## config.mk

```make
export PLATFORM = sky130hd
export DESIGN_NAME = flptw_ctrl
export DESIGN_NICKNAME = d
export VERILOG_FILES = /design/src/rtl/core/flptw_pkg.sv /design/src/rtl/core/flptw_ctrl.sv
export SDC_FILE = /design/constraint.sdc
export NUM_CORES = 1
export LEC_CHECK = 0
export BUFFER_PORTS_ARGS = -buffer_cell sky130_fd_sc_hd__buf_2
export CORE_AREA = 4 4 41 43
export DETAILED_ROUTE_END_ITERATION = 8
export DIE_AREA = 0 0 45 47
export PLACE_DENSITY = 0.42
export SETUP_SLACK_MARGIN = 0.02
export SYNTH_ARGS = -nofsm -noshare
export SYNTH_HDL_FRONTEND = slang
export SYNTH_SLANG_ARGS = --single-unit
```

## constraint.sdc

```tcl
create_clock -name clk -period 1.85 [get_ports clk]
set_input_delay 0.185 -clock clk [delete_from_list [all_inputs] [get_ports clk]]
set_output_delay 0.185 -clock clk [all_outputs]
set_load 0.005 [all_outputs]
```

## src/rtl/core/flptw_pkg.sv

```systemverilog
`default_nettype none
// ----------------------------------------------------------------------------
// flptw_pkg: shared types and constants of the page table walker
// Item formats, control and status bundles, action and register codes.
// ----------------------------------------------------------------------------
package flptw_pkg;

	localparam int STORE_DEPTH_DEF = 256;

	localparam int VA_W     = 48;
	localparam int PA_W     = 52;
	localparam int WORD_W   = 64;
	localparam int FRAME_LO = 12;
	localparam int FRAME_HI = 51;
	localparam int FRAME_W  = FRAME_HI - FRAME_LO + 1;
	localparam int OFFS_W   = 12;
	localparam int IDX_W    = 9;
	localparam int PAD_W    = WORD_W - FRAME_HI - 1;
	localparam int PRESENT  = 0;

	localparam int APB_ADDR_W = 4;
	localparam int APB_DATA_W = 64;
	localparam int REG_SEL    = 3;

	localparam logic ACT_LOAD  = 1'b0;
	localparam logic ACT_XLATE = 1'b1;

	localparam logic REG_ROOT = 1'b0;

	typedef logic [1:0] level_t;
	localparam level_t LAST_LEVEL = 2'd3;

	typedef struct packed {
		logic              action;
		logic [WORD_W-1:0] mem_address;
		logic [WORD_W-1:0] mem_value;
		logic [VA_W-1:0]   virtual_address;
	} in_item_t;

	typedef struct packed {
		logic [PA_W-1:0] physical_address;
		logic            fault;
	} out_item_t;

	typedef struct packed {
		logic load;
		logic start;
		logic scan;
		logic next_level;
		logic finish;
		logic push;
	} dp_cmd_t;

	typedef struct packed {
		logic hit;
		logic miss;
		logic present;
		logic last_level;
		logic out_free;
	} dp_sts_t;

	function automatic logic [IDX_W-1:0] va_index(input logic [VA_W-1:0] va, input level_t lvl);
		logic [IDX_W-1:0] idx;
		unique case (lvl)
			2'd0: idx = va[47:39];
			2'd1: idx = va[38:30];
			2'd2: idx = va[29:21];
			default: idx = va[20:12];
		endcase
		return idx;
	endfunction

endpackage
`default_nettype wire

```

## src/rtl/core/flptw_ctrl.sv

```systemverilog
`default_nettype none
// ----------------------------------------------------------------------------
// flptw_ctrl: walk sequencer
// Accepts items, steps the datapath through up to four table levels and
// hands each finished translation to the output register.
// ----------------------------------------------------------------------------
module flptw_ctrl import flptw_pkg::*; (
	input  wire logic    clk,
	input  wire logic    arst_n,
	input  wire logic    in_valid,
	input  wire logic    in_action,
	output logic         in_ready,
	input  wire dp_sts_t sts,
	output dp_cmd_t      cmd
);

	typedef enum logic [1:0] {
		ST_IDLE,
		ST_SCAN,
		ST_DONE
	} state_t;

	state_t state_q;

	always_comb begin
		in_ready       = (state_q == ST_IDLE);
		cmd            = '0;
		cmd.load       = in_ready && in_valid && (in_action == ACT_LOAD);
		cmd.start      = in_ready && in_valid && (in_action == ACT_XLATE);
		cmd.scan       = (state_q == ST_SCAN);
		cmd.next_level = cmd.scan && sts.hit && sts.present && !sts.last_level;
		cmd.finish     = cmd.scan && (sts.miss ||
			(sts.hit && (!sts.present || sts.last_level)));
		cmd.push       = (state_q == ST_DONE) && sts.out_free;
	end

	always_ff @(posedge clk or negedge arst_n) begin
		if (!arst_n) begin
			state_q <= ST_IDLE;
		end else begin
			unique case (state_q)
				ST_IDLE: begin
					if (cmd.start) state_q <= ST_SCAN;
				end
				ST_SCAN: begin
					if (cmd.finish) state_q <= ST_DONE;
				end
				ST_DONE: begin
					if (cmd.push) state_q <= ST_IDLE;
				end
				default: state_q <= ST_IDLE;
			endcase
		end
	end

	a_hit_miss_excl: assert property (@(posedge clk) disable iff (!arst_n)
		!(sts.hit && sts.miss))
		else $error("Lookup reported both a match and a miss.");

	a_start_idle: assert property (@(posedge clk) disable iff (!arst_n)
		cmd.start |=> (state_q == ST_SCAN))
		else $error("Walk start did not enter the scan state.");

	a_finish_done: assert property (@(posedge clk) disable iff (!arst_n)
		cmd.finish |=> (state_q == ST_DONE))
		else $error("Finished walk did not wait for the output register.");

endmodule
`default_nettype wire

```

==> results.sh <==
export IMPL_fin_crit_sh_pct=71.9
export IMPL_ys_seq_area_share_pct=34.8
export IMPL_start_util_pct=11.1
export IMPL_layout_drive_gt1_share_pct=52.6
export IMPL_p_switching_mw=0.0657
export IMPL_holdPathEnd="state_q[1]$_DFFE_PN0P_"
export IMPL_wl_met3_um=55
export IMPL_post_cts_buffers=0
export IMPL_p_comb_share_pct=30.7
export IMPL_setup_viol=0
export IMPL_globalplace_congestion=0.611
export IMPL_yosysTopAreaCellShare_pct=34.8
export IMPL_hold_path_class="in -> reg"
export IMPL_die_x_um=45
export IMPL_n_antenna_cell=0
export IMPL_ant_nets=0
export IMPL_relSlewSlack_pct=89.0
export IMPL_finalPower_mw=0.227
export IMPL_num_rows=13
export IMPL_antenna_found_initial=0
export IMPL_start_kind="register"
export IMPL_clkTransAtPathRegs_ps=30
export IMPL_cp_required_ps=1660
export IMPL_synthTopCellsByArea="dfrtp_1 (35%), nand2b_1 (8.7%), and3_4 (7.8%)"
export IMPL_initialDrtViolationCount=0
export IMPL_worst_endpoint_arrival_ps=1150
export IMPL_io_buffers=15
export IMPL_wl_met2_um=185
export IMPL_critPathSlowestCell="dfrtp_1"
export IMPL_largest_reg_flops=2
export IMPL_grt_pass1_vias=172
export IMPL_cp_cell_sequence="nand2b_1 -> nor3_1 -> buf_2"
export IMPL_fill_cells=166
export IMPL_finalHoldViolCount=0
export IMPL_overflow=0
export IMPL_postSynthNetCount=28
export IMPL_p_sw_share_pct=29.0
export IMPL_numCtsBuffers=3
export IMPL_reg2reg_to="state_q[0]$_DFFE_PN0P_"
export IMPL_vias_per_cell=3.57
export IMPL_p_int_mw=0.161
export IMPL_m1WireLength_um=223
export IMPL_clockBufferDepth=2
export IMPL_criticalPathCategory="reg -> out"
export IMPL_grt_pass1_wl_um=676
export IMPL_finalCriticalPeriod_ps=1330
export IMPL_muxShareOfSynthArea_pct=0
export IMPL_power_density_mw_per_mm2=839
export IMPL_core_mm2=0.00130
export IMPL_setup_worst_path_start="state_q[1]$_DFFE_PN0P_"
export IMPL_clk_latency_ps=220
export IMPL_synth_fa_ha_area_share_pct=0
export IMPL_drc=0
export IMPL_min_from="sts[0]"
export IMPL_io_pins=16
export IMPL_wl_per_cell_um=8.75
export IMPL_finalSetupTns_ps=0
export IMPL_fmax_mhz=751
export IMPL_p_leak_nw=0.156
export IMPL_die_h_um=47
export IMPL_irDropWorstVdd_mv=0.226
export IMPL_top_regs="state_q (2)"
export IMPL_ys_seq_elements=2
export IMPL_grtUsageTotal_pct=4.97
export IMPL_synthXorXnorAreaFrac_pct=0
export IMPL_hold_path_depth=3
export IMPL_nNetsFinal=49
export IMPL_grt_max_degree=6
export IMPL_yosysWarnings=0
export IMPL_synth_top_family_by_area="simple AND/OR/NAND/NOR gates"
export IMPL_cts_tree="done"
export IMPL_cts_sinks=2
export IMPL_cpPeakStageDelay_ps=390
export IMPL_tightest_slew_ps=164
export IMPL_dieArea_mm2=0.00212
export IMPL_r2r_start="state_q[1]$_DFFE_PN0P_"
export IMPL_reg2reg_depth=3
export IMPL_syn_avg_cell_area_um2=7.57
export IMPL_root_buffer="clkbuf_4"
export IMPL_p_clk_share_pct=42.6
export IMPL_netlist_cell_type_count=13
export IMPL_h_tree_depth=1
export IMPL_syn_area_um2=144
export IMPL_status="finished clean"
export IMPL_skew_ps=2.32
export IMPL_seq_power_share_pct=26.7
export IMPL_synthSimpleGateAreaFrac_pct=47.0
export IMPL_reg2reg_setup_slack_ps=830
export IMPL_drv_cap=0
export IMPL_drt_first_pass_iters=1
export IMPL_yosysTopAreaCell="dfrtp_1"
export IMPL_endpoint_kind="output pin"
export IMPL_top_layer="met3"
export IMPL_top_register="state_q"
export IMPL_grt_setup_unrepaired="false"
export IMPL_area_delta_synth_final_pct=87.8
export IMPL_synth_compound_area_share_pct=13.0
export IMPL_synthCells=19
export IMPL_dr_total_vias=189
export IMPL_maxSlewViolCount=0
export IMPL_path_max_fanout=5
export IMPL_wirelength_um=464
## kinds of logic after synthesis
group,after synthesis
flops,2
buf+inv,2
compound gates,3
simple gates,12
## worst max-delay path: cells and delay by family (launching register included)
family / cells / cell delay [ps]
buffers and inverters: 1 / 130
AND/OR/NAND/NOR: 2 / 400
flip-flops: 1 / 390
## synth_stat cells
library cell,instances
nor2_1,3
and3_4,1
nand2_1,2
o22ai_1,1
nand2b_1,2
nor3_1,1
nor2_2,1
or2b_1,1
inv_1,2
a211oi_1,1
dfrtp_1,2
a21oi_1,1
or2_1,1
## how the worst max path moves through the flow
| stage | to | cells past startpoint | slack, ps |
|---|---|---|---|
| floorplan | cmd[2] | 2 | 870 |
| global placement | cmd[2] | 3 | 760 |
| detailed placement | cmd[2] | 3 | 750 |
| CTS | cmd[2] | 3 | 510 |
| global route | cmd[2] | 3 | 460 |
| finish | cmd[2] | 3 | 520 |
## repair_timing
action	CTS	global route
hold buffers	1	0
hold endpoints to repair	2	0
resized for setup	0	0
## metal layers
| metal | GRT usage (%) | vias to the layer above |
|---|---|---|
| li1 | - | 102 |
| met1 | 6.12 | 73 |
| met2 | 4.80 | 14 |
| met3 | 1.53 | 0 |
| met4 | 8.77 | 0 |
| met5 | 0 | - |
## final cells by class
type	count	area, um2	area share [%]
sequential	2	50.0	18.5
clock buffer	3	22.5	8.33
multi-input combinational	15	86.3	31.9
timing repair buffer	16	85.1	31.5
inverter	2	7.51	2.78
tap	15	18.8	6.94
## per-stage QoR
| step | setup WS (ps) | instances | instance area, um2 | hold slack, ps | utilization (%) |
|---|---|---|---|---|---|
| floorplan | 874 | 19 | 144 | -111 | - |
| global placement | 760 | 49 | 238 | -27.1 | 18.3 |
| detailed placement | 755 | 49 | 238 | -27.2 | 18.3 |
| CTS | 505 | 53 | 270 | 256 | 20.8 |
| global route | 456 | 53 | 270 | 273 | 20.8 |
| finish | 519 | 53 | 270 | 260 | 20.8 |
## cells in the final DEF (no fill, tap or decap)
master and n:
inv_1 2, or2b_1 1, nor3_1 1, o22ai_1 1, buf_2 15, dlygate4sd3_1 1, nand2_1 2, a21oi_1 1
nor2_1 3, a211oi_1 1, and3_4 1, nand2b_1 2, dfrtp_1 2, nor2_2 1, or2_1 1, clkbuf_4 3
## power groups by stage
stage	logic, mW	registers (mW)	clock network, mW
final	0.0696	0.0606	0.0966
after global routing	0.0784	0.0620	0.0989
after CTS	0.0709	0.0608	0.0993
after detailed placement	0.0685	0.0611	0
after global placement	0.0698	0.0604	0
after floorplan	0.0364	0.0589	0
Power figures use the tool's default switching activity.
